<file path="config.mk">
export PLATFORM = sky130hd
export DESIGN_NAME = integer_to_radix_digits
export DESIGN_NICKNAME = d
export VERILOG_FILES = /design/src/rtl/itrd_pkg.sv /design/src/rtl/itrd_digit_chain.sv /design/src/rtl/itrd_sequencer.sv /design/src/rtl/integer_to_radix_digits.sv
export VERILOG_INCLUDE_DIRS = /design/src /design/src/rtl
export SDC_FILE = /design/constraint.sdc
export NUM_CORES = 1
export LEC_CHECK = 0
export BUFFER_PORTS_ARGS = -buffer_cell sky130_fd_sc_hd__buf_2
export CAP_MARGIN = 40
export CORE_MARGIN = 3
export CORE_UTILIZATION = 55
export CTS_CLUSTER_SIZE = 16
export DETAILED_ROUTE_END_ITERATION = 16
export GPL_ROUTABILITY_DRIVEN = 0
export HOLD_SLACK_MARGIN = 0.1
export PLACE_DENSITY = 0.71
export SETUP_SLACK_MARGIN = 0.3
export SKIP_LAST_GASP = 1
export SLEW_MARGIN = 5
export SYNTH_ARGS = -nofsm -noshare
export SYNTH_HDL_FRONTEND = slang
export SYNTH_HIERARCHICAL = 1
export SYNTH_SLANG_ARGS = --single-unit
</file>
<file path="constraint.sdc">
create_clock -name clk -period 8.1 [get_ports clk]
set_input_delay 1.62 -clock clk [delete_from_list [all_inputs] [get_ports clk]]
set_output_delay 1.62 -clock clk [all_outputs]
set_load 0.1 [all_outputs]
</file>
<file path="src/rtl/integer_to_radix_digits_assert.svh">
// Assertion macros for the radix conversion block
`ifndef INTEGER_TO_RADIX_DIGITS_ASSERT_SVH
`define INTEGER_TO_RADIX_DIGITS_ASSERT_SVH

// property checked at every clock edge outside reset
`define ITRD_ASSERT(lbl, prop, msg) \
  lbl: assert property (@(posedge clk) disable iff (rst) (prop)) else $error(msg);

// consequence checked in the cycle after the trigger
`define ITRD_ASSERT_NEXT(lbl, trig, cons, msg) \
  `ITRD_ASSERT(lbl, (trig) |=> (cons), msg)

`endif

</file>
<file path="src/rtl/itrd_pkg.sv">
// Shared constants, types and control struct for the radix conversion block
package itrd_pkg;

  localparam int VALUE_BITS = 32;
  localparam int MAX_DIGITS = 32;
  localparam int RADIX_W    = 6;
  localparam int DIGIT_W    = RADIX_W;
  localparam int CHAR_W     = 8;
  localparam int CNT_W      = $clog2(MAX_DIGITS + 1);
  localparam int IDX_W      = $clog2(MAX_DIGITS);
  localparam int BIT_W      = $clog2(VALUE_BITS);
  localparam int LVL        = $clog2(MAX_DIGITS);

  localparam logic [RADIX_W-1:0] RADIX_RESET = RADIX_W'(10);
  localparam logic [RADIX_W-1:0] RADIX_MIN   = RADIX_W'(2);

  localparam logic [CHAR_W-1:0] CHAR_ZERO  = 8'h30;
  localparam logic [CHAR_W-1:0] CHAR_MINUS = 8'h2D;

  typedef enum logic [1:0] {
    S_IDLE,
    S_CONV,
    S_SIGN,
    S_EMIT
  } seq_state_t;

  typedef struct packed {
    logic clear;
    logic shift;
  } chain_ctrl_t;

endpackage

</file>
<file path="src/rtl/itrd_digit_chain.sv">
// Radix digit chain: doubles and adds one input bit per cycle while ctrl.shift is set, with carry lookahead
`include "integer_to_radix_digits_assert.svh"

module itrd_digit_chain
  import itrd_pkg::*;
(
  input  logic               clk,
  input  logic               rst,
  input  chain_ctrl_t        ctrl,
  input  logic               bit_in,
  input  logic [RADIX_W-1:0] base,
  input  logic [IDX_W-1:0]   rd_idx,
  output logic [DIGIT_W-1:0] rd_digit,
  output logic [CNT_W-1:0]   count
);

  logic [DIGIT_W-1:0]    digits      [MAX_DIGITS];
  logic [DIGIT_W-1:0]    digits_next [MAX_DIGITS];
  logic [DIGIT_W:0]      sum         [MAX_DIGITS];
  logic [MAX_DIGITS-1:0] gen;
  logic [MAX_DIGITS-1:0] prop;
  logic [MAX_DIGITS-1:0] gl [LVL+1];
  logic [MAX_DIGITS-1:0] pl [LVL+1];
  logic [MAX_DIGITS-1:0] cin;
  logic [DIGIT_W:0]      base_x;
  logic                  top_carry;
  logic [CNT_W-1:0]      count_next;

  assign base_x = {1'b0, base};

  always_comb begin
    for (int i = 0; i < MAX_DIGITS; i++) begin
      gen[i]  = {digits[i], 1'b0} >= base_x;
      prop[i] = {digits[i], 1'b1} == base_x;
    end
  end

  // parallel prefix over generate and propagate
  always_comb begin
    gl[0] = gen;
    pl[0] = prop;
    for (int l = 0; l < LVL; l++) begin
      for (int i = 0; i < MAX_DIGITS; i++) begin
        if (i >= (1 << l)) begin
          gl[l+1][i] = gl[l][i] | (pl[l][i] & gl[l][i - (1 << l)]);
          pl[l+1][i] = pl[l][i] & pl[l][i - (1 << l)];
        end else begin
          gl[l+1][i] = gl[l][i];
          pl[l+1][i] = pl[l][i];
        end
      end
    end
  end

  always_comb begin
    cin[0] = bit_in;
    for (int i = 1; i < MAX_DIGITS; i++) begin
      cin[i] = gl[LVL][i-1] | (pl[LVL][i-1] & bit_in);
    end
    for (int i = 0; i < MAX_DIGITS; i++) begin
      sum[i] = {digits[i], cin[i]};
      if (sum[i] >= base_x) begin
        digits_next[i] = DIGIT_W'(sum[i] - base_x);
      end else begin
        digits_next[i] = sum[i][DIGIT_W-1:0];
      end
    end
  end

  always_comb begin
    top_carry  = 1'b0;
    if (count < CNT_W'(MAX_DIGITS)) begin
      top_carry = cin[count[IDX_W-1:0]];
    end
    count_next = count + CNT_W'(top_carry);
  end

  always_ff @(posedge clk) begin
    if (rst || ctrl.clear) begin
      count <= '0;
      for (int i = 0; i < MAX_DIGITS; i++) begin
        digits[i] <= '0;
      end
    end else if (ctrl.shift) begin
      count <= count_next;
      for (int i = 0; i < MAX_DIGITS; i++) begin
        digits[i] <= digits_next[i];
      end
    end
  end

  assign rd_digit = digits[rd_idx];

  `ITRD_ASSERT(a_count_bound, count <= CNT_W'(MAX_DIGITS), "digit count beyond chain length")
  `ITRD_ASSERT_NEXT(a_clear_count, ctrl.clear, count == '0, "digit count not cleared")
  `ITRD_ASSERT_NEXT(a_count_step, ctrl.shift && !ctrl.clear,
                    (count == $past(count)) || (count == $past(count) + 1),
                    "digit count moved by more than one")

endmodule

</file>
<file path="src/rtl/itrd_sequencer.sv">
// Conversion sequencer and output register for the radix conversion block
`include "integer_to_radix_digits_assert.svh"

module itrd_sequencer
  import itrd_pkg::*;
(
  input  logic               clk,
  input  logic               rst,
  input  logic               start,
  input  logic               negative,
  input  logic [CNT_W-1:0]   count,
  input  logic [DIGIT_W-1:0] rd_digit,
  input  logic               out_ready,
  output chain_ctrl_t        ctrl,
  output logic [IDX_W-1:0]   rd_idx,
  output logic               idle,
  output logic               out_valid,
  output logic [CHAR_W-1:0]  character,
  output logic               last
);

  seq_state_t        state;
  seq_state_t        state_next;
  logic [BIT_W-1:0]  bit_cnt;
  logic [BIT_W-1:0]  bit_cnt_next;
  logic [IDX_W-1:0]  idx_next;
  logic              slot_free;
  logic              load;
  logic [CHAR_W-1:0] load_char;
  logic              load_last;

  assign slot_free = !out_valid || out_ready;
  assign idle      = (state == S_IDLE);
  assign ctrl      = '{clear: start, shift: (state == S_CONV)};

  always_ff @(posedge clk) begin
    if (rst) begin
      state   <= S_IDLE;
      bit_cnt <= '0;
      rd_idx  <= '0;
    end else begin
      state   <= state_next;
      bit_cnt <= bit_cnt_next;
      rd_idx  <= idx_next;
    end
  end

  always_comb begin
    state_next   = state;
    bit_cnt_next = bit_cnt;
    idx_next     = rd_idx;
    load         = 1'b0;
    load_char    = CHAR_ZERO;
    load_last    = 1'b0;
    case (state)
      S_IDLE: begin
        if (start) begin
          bit_cnt_next = '0;
          state_next   = S_CONV;
        end
      end
      S_CONV: begin
        bit_cnt_next = bit_cnt + BIT_W'(1);
        if (bit_cnt == BIT_W'(VALUE_BITS - 1)) begin
          state_next = S_SIGN;
        end
      end
      S_SIGN: begin
        if (slot_free) begin
          if (count == '0) begin
            load       = 1'b1;
            load_char  = CHAR_ZERO;
            load_last  = 1'b1;
            state_next = S_IDLE;
          end else begin
            idx_next   = IDX_W'(count - CNT_W'(1));
            load       = negative;
            load_char  = CHAR_MINUS;
            state_next = S_EMIT;
          end
        end
      end
      S_EMIT: begin
        if (slot_free) begin
          load      = 1'b1;
          load_char = CHAR_ZERO + CHAR_W'(rd_digit);
          load_last = (rd_idx == '0);
          if (rd_idx == '0) begin
            state_next = S_IDLE;
          end else begin
            idx_next = rd_idx - IDX_W'(1);
          end
        end
      end
      default: begin
        state_next = S_IDLE;
      end
    endcase
  end

  always_ff @(posedge clk) begin
    if (rst) begin
      out_valid <= 1'b0;
    end else if (load) begin
      out_valid <= 1'b1;
    end else if (out_ready) begin
      out_valid <= 1'b0;
    end
  end

  always_ff @(posedge clk) begin
    if (load) begin
      character <= load_char;
      last      <= load_last;
    end
  end

  `ITRD_ASSERT(a_emit_idx, state == S_EMIT |-> rd_idx < count, "digit index beyond digit count")
  `ITRD_ASSERT_NEXT(a_last_idle, load && load_last, state == S_IDLE,
                    "sequencer busy after final character")
  `ITRD_ASSERT_NEXT(a_start_conv, start, state == S_CONV && bit_cnt == '0,
                    "conversion did not begin after accept")

endmodule

</file>
<file path="src/rtl/integer_to_radix_digits.sv">
// Top level: signed integer to radix ASCII text, one character per transaction
//
//   channel | direction | signals                        | transaction
//   cfg     | in        | cfg_valid cfg_ready radix      | new radix
//   in      | in        | in_valid in_ready value        | one integer
//   out     | out       | out_valid out_ready character last | one character
//
// All VALUE_BITS magnitude bits of an integer pass through the digit chain, one per cycle,
// then a sign state registers '-' when negative ('0' for zero), then one digit per cycle
// while out_ready is high; the next integer is taken in the cycle after the final character
// is registered.
// Reset sets the radix to ten and empties the output register.
// A stalled output holds the sequencer; the next integer is taken once the final
// character is in the output register.
`include "integer_to_radix_digits_assert.svh"

module integer_to_radix_digits
  import itrd_pkg::*;
(
  input  logic                         clk,
  input  logic                         rst,
  input  logic                         cfg_valid,
  output logic                         cfg_ready,
  input  logic [RADIX_W-1:0]           radix,
  input  logic                         in_valid,
  output logic                         in_ready,
  input  logic signed [VALUE_BITS-1:0] value,
  output logic                         out_valid,
  input  logic                         out_ready,
  output logic [CHAR_W-1:0]            character,
  output logic                         last
);

  logic [RADIX_W-1:0]    radix_setting;
  logic [RADIX_W-1:0]    base;
  logic [VALUE_BITS-1:0] mag;
  logic [VALUE_BITS-1:0] abs_value;
  logic                  negative;
  logic                  start;
  logic                  idle;
  chain_ctrl_t           ctrl;
  logic [IDX_W-1:0]      rd_idx;
  logic [DIGIT_W-1:0]    rd_digit;
  logic [CNT_W-1:0]      count;

  assign cfg_ready = 1'b1;
  assign in_ready  = idle;
  assign start     = in_valid && in_ready;
  assign base      = (radix_setting < RADIX_MIN) ? RADIX_MIN : radix_setting;
  assign abs_value = value[VALUE_BITS-1] ? (~$unsigned(value) + VALUE_BITS'(1))
                                         : $unsigned(value);

  always_ff @(posedge clk) begin
    if (rst) begin
      radix_setting <= RADIX_RESET;
    end else if (cfg_valid && cfg_ready) begin
      radix_setting <= radix;
    end
  end

  always_ff @(posedge clk) begin
    if (rst) begin
      negative <= 1'b0;
    end else if (start) begin
      negative <= value[VALUE_BITS-1];
    end
  end

  always_ff @(posedge clk) begin
    if (start) begin
      mag <= abs_value;
    end else if (ctrl.shift) begin
      mag <= {mag[VALUE_BITS-2:0], 1'b0};
    end
  end

  itrd_digit_chain u_chain (
    .clk      (clk),
    .rst      (rst),
    .ctrl     (ctrl),
    .bit_in   (mag[VALUE_BITS-1]),
    .base     (base),
    .rd_idx   (rd_idx),
    .rd_digit (rd_digit),
    .count    (count)
  );

  itrd_sequencer u_seq (
    .clk       (clk),
    .rst       (rst),
    .start     (start),
    .negative  (negative),
    .count     (count),
    .rd_digit  (rd_digit),
    .out_ready (out_ready),
    .ctrl      (ctrl),
    .rd_idx    (rd_idx),
    .idle      (idle),
    .out_valid (out_valid),
    .character (character),
    .last      (last)
  );

endmodule
</file>
# == After elaboration in Yosys (flattened, before gate mapping) ==
# Memory sizes are Yosys's and may differ from the RTL's. A register that Yosys moved wholly into a read port is not among the register bits.
# Cells that the tools add are included.
# word_totals
reg_bits,67
latchBits,0
ram_bits,192
romBits,0
output_inout_bits,12
memories,1
# mem_list
memory,words,word_bits,rd,rd_clocked_by_memory_dff,wr,line,rtl
u_chain.digits,32,6,33,1,32,itrd_digit_chain.sv:17,logic [DIGIT_W-1:0] digits [MAX_DIGITS];
# classes
addsub,38
multipliers,0
n_div,0
order_cmp,66
n_eq_ne,42
shift,0
mux,106
n_bitwise,467
reduce_logical,14
# ops
op,n
>= comparator 7 x 6 -> 1 bit,63
two-way mux 6 bit,65
bitwise AND 1 bit,279
== test 7 x 6 -> 1 bit,31
subtractor 6 bit,32
OR 1 bit,187
two-way mux 32 bit,3
two-way mux 5 bit,8
adder 32 x 1 -> 32 bit (second input constant),1
NOT 32 bit,1
one-hot mux 5 bit (2 select lines),2
two-way mux 8 bit,2
one-hot mux 8 bit (2 select lines),1
two-way mux 1 bit,15
two-way mux 2 bit,6
!= test 2 x 1 -> 1 bit (second input constant),5
AND reduction 5 bit,2
subtractor 5 x 1 -> 5 bit (second input constant),2
one-hot mux 2 bit (4 select lines),1
nonzero test 2 bit,4
adder 6 x 6 -> 7 bit (first input constant),1
adder 6 x 1 -> 6 bit,1
logical NOT 6 bit,1
< comparator 5 x 6 -> 1 bit (second input constant),1
other kinds (15),19

# == Longest topological paths before layout ==
# logic_depth
depth_word,17
ltp_mapped,26
ltp_nobuf,25

# == By module ==
# The synthesis kept the hierarchy.
# modules_own_cells
mod,instances,cells_each,area_each_um2
itrd_digit_chain,1,2145,19625.1
integer_to_radix_digits,1,240,2362.3
itrd_sequencer,1,130,1198.6

# == Least setup slack after synthesis ==
# No wires, ideal clock.
# synth_path
path_kind,register to register
from,register u_seq.state[0]
to,"memory u_chain/digits[0][0] (netlist bit), enable pin"
arrival_ns,6.922
required_time_ns,7.536
path_slack_ns,0.613
stages_incl_launch_ff,8
synth_period_minus_slack_ns,7.487
path_cell_list,dfxtp_1 -> buf_2 -> buf_1 -> nor2_1 -> nand2_1 -> inv_1 -> buf_4 -> or3_1
# synth_lines
item,line,rtl
start: declaration,itrd_sequencer.sv:22,seq_state_t state;
start signal: assignment,itrd_sequencer.sv:42,state <= state_next;
end: declaration,itrd_digit_chain.sv:17,

==> impl_results.md <==
* Post-synthesis cell count at between 2k and 3k
* Synth Area per Inst at just over 9 um^2
* Post-CTS sizing at 0
* Portion of total power attributed to the clock network at 24.9%
* Number of iterations in the first detailed-routing pass at 6
* Max cap viols at 0
* Clock Path Buffers at 3
* Worst Path Buf+Inv at 4
* LEAKAGE at around 0.011 uW
* Clock transition at the registers of the reported paths at around 0.060 ns
* FF+latch count, synth at between 200 and 300
* Non-filler cells in the finished layout at between 3k and 4k
* Ports at between 50 and 60
* Cell total after placement at 3050
* Layout area overhead at 9.33%
* Post-synth EDFFs at about 230
* Die area at roughly 45000 um^2
* Total GRT Usage at around 30%
* Root Buffer: clkbuf_16
* TritonCTS clock tree: built
* DRC Markers at 0
* Routed WL per cell at between 20 and 25 um
* DR vias/cell at between 6 and 7
* Sequential Power Share at roughly 30%
* Die height at about 210 um
* Arr. time, crit path at ~7.0 ns
* Layout net count at 2828
* Fin. max-slew vios at 0
* Largest net degree at the start of global routing at slightly below 200
* CP Class: flop to flop
* Kind of cell adding the most delay to the critical path: compound AO/OA/AOI/OAI gates
* Antenna Nets Post-Route at 0
* Most common cell after layout, fill and taps aside: nor2_1
* Max incr delay on CP at approximately 0.63 ns
* # fillers at about 3.5k
* Vias in the first global route at 19.4k
* Met2 usage at between 40% and 50%
* Yosys warns at 6
* Startpoint Class: flop
* Syn_nets at between 2k and 3k
* Setup bufs post-CTS at 0
* Count of cell types in the netlist at 98
* Post-Synth Adder-Cell Area at between 10% and 20%
* Switching Share at roughly two fifths
* Worst Path Required at about 8.4 ns
* Worst Max-Slew Pin Slew at between 1 and 1.5 ns
* Max Clk Rate at between 100 and 150 MHz
* Clock Skew at 0.0184 ns
* Post-synth ARST share at 0%
* VDD IR-drop max at around 0.23 mV
* XOR/XNOR share of the synthesized area at 5.97%
* Final worst-path cycle share at around 83%
* Layout cell share with drive strength beyond 1 at 9.89%
* Highest-count cells in the layout ignoring fill and taps: 398 x nor2_1, 317 x a21oi_1, 232 x edfxtp_1, 199 x ha_1, 132 x nand2_1
* GRT overflow at 0
* Slew headroom at 24.0%
* First-pass GRT wire length at between 100 and 150 mm
* Initial core utilization at 56.3%
* Seq/Total Area, Yosys at approximately a third
* Minimum clock period at between 6 and 7 ns
* Final hold slack at about 0.47 ns
* IO Port Bufs at 52
* Predominant post-synthesis flop cell: edfxtp_1
* Via count at roughly 20k
* DR iter-0 viols at between 1.5k and 2k
* Die Width at approximately 210 um
* Initial antenna violation count at 1
* Clock sinks at approximately 260
* Slowest CP cell: nor4_1
* H-Tree Depth at 2
* Final hold violation count at 0
* Largest family of logic cells by synthesized area: compound AO/OA/AOI/OAI gates
* Ant. Diodes at 0
* Pwr/cell area at between 200 and 300 nW/um^2
* P_sw at between 2000 and 3000 uW
* Internal power at 3980 uW
* Mux cell area share after synthesis at roughly 7.4%
* Status: complete, no violations
* CP Capture Type: flop
* Simple-Gate Fraction of Synth Area at 16.7%
* Hpwl dp at just under 50 mm
* GRT Max-Usage Layer: met2
* Hold-fix buffers, CTS at 0
* Final setup fails at 0
* RSZ-0062 raised after global routing: no
* Routed WL at around 66 mm
* Final setup TNS at 0 ns
* TritonCTS Buffers at 34
* Core Footprint at 41200 um^2
* Synth Area in Compound Gates at a little over 20%
* Met3 Resource Use GR at 4.24%
* Combinational share of power at 45.3%
* Core Rows at 74
* Worst-skew pair later-pin latency at about 0.55 ns
* Global-route track usage on met1 at around two fifths
* Netlist Area Pre-Place at around 23000 um^2
* Hold/Removal Path Class: flop to flop
* Crit-path max FO at 26
-- worst register-to-register path: stages (launching register included) --
cell and delay, ns:
dfxtp_1 0.33, nor4_1 0.63, or2_4 0.24, inv_2 0.13, buf_4 0.34, ha_1 0.31, a21oi_1 0.29, nor2_1 0.07
o211a_1 0.22, or3b_2 0.52, a21oi_1 0.21, a2bb2oi_1 0.32, o221a_2 0.25, o41a_4 0.21, nor4_1 0.06, nor2_1 0.14
ha_1 0.16, inv_1 0.06, a21o_1 0.17, a21o_1 0.19, a21o_1 0.17, a21oi_1 0.21, o21ai_0 0.12, a211oi_1 0.56
buf_2 0.27, nor2_1 0.06, a21oi_1 0.13, nor2_1 0.06
-- Yosys cell counts (16+ instances only) --
cell type,number,share of area [%]
inv_1,117,1.9
nand2_1,134,2.2
o31ai_1,16,0.52
and4b_1,19,0.82
a211o_1,17,0.64
a211oi_1,34,1.1
and3_1,27,0.73
dfxtp_1,26,2.2
o21ai_0,119,2.6
fa_1,32,2.8
mux4_2,60,5.8
clkbuf_1,66,1.1
a21o_1,115,3.7
xor2_1,117,4.4
nand3_1,38,0.82
mux2i_1,22,0.95
ha_1,199,11
a21oi_1,317,6.8
nand2b_1,39,1.1
nor3_1,22,0.47
nor2b_1,45,1.2
edfxtp_1,232,30
nor2_1,398,6.4
xnor2_1,41,1.5
nand4b_1,17,0.64
-- per-layer routing --
metal	routed length [um]	vias to the layer above
li1	-	9412
met1	27300	9681
met2	30800	808
met3	5190	176
met4	2700	2
met5	13	-
-- kinds of logic after synthesis --
logic type                 Yosys count
xor gates and xnor gates           158
AOI/OAI and AO/OA                  757
DFF                                258
adders and majority gates          231
other                                2
and+or+nand+nor                    811
buffers and inverters              204
muxes                               94
-- registers in the layout, summed over array words and instances (netlist names) --
| name | cells |
|---|---|
| u_chain/digits | 192 |
| mag | 32 |
| u_seq/character | 7 |
| radix_setting | 6 |
| u_chain/count | 6 |
| u_seq/bit_cnt | 5 |
| u_seq/rd_idx | 5 |
| u_seq/state | 2 |
| negative | 1 |
| u_seq/last | 1 |
| u_seq/out_valid | 1 |
-- area by class of cell --
class,count,area [um^2],share of cell area (%)
Tap cell,532,666,2.63
Clock inverter,21,302,1.19
Timing Repair Buffer,88,616,2.43
Inverter,119,447,1.76
Multi-Input combinational cell,2053,14900,58.9
Clock buffer,40,893,3.52
Sequential cell,258,7490,29.6
-- power groups by stage --
stage | Sequential [uW] | Clock [uW] | Combinational [uW]
after floorplan | 1880 | 0 | 2290
after global placement | 1970 | 0 | 2800
after detailed placement | 1980 | 0 | 2910
after CTS | 1950 | 1660 | 2940
after global routing | 1980 | 1700 | 3320
final | 1960 | 1640 | 2980
-- through the flow --
stage	util (%)	instance area, um^2	power (uW)	setup slack, ns
3_5_place_dp	58.6	24200	4890	1.55
6_report	61.5	25300	6580	1.38
5_1_grt	61.5	25300	7000	0.956
2_1_floorplan	-	23200	4170	0.613
4_1_cts	61.5	25300	6550	1.50
3_3_place_gp	58.2	24000	4770	1.30
-- worst paths after layout --
kind / from / end / slack, ns / cells after the start
setup / recovery: radix_setting[5] / u_chain/digits[31][2] / 1.38 / 27
hold / removal: negative / negative / 0.47 / 2
setup reg to reg: radix_setting[5] / u_chain/digits[31][2] / 1.38 / 27
hold reg to reg: negative / negative / 0.47 / 2
Power figures use the tool's default switching activity.
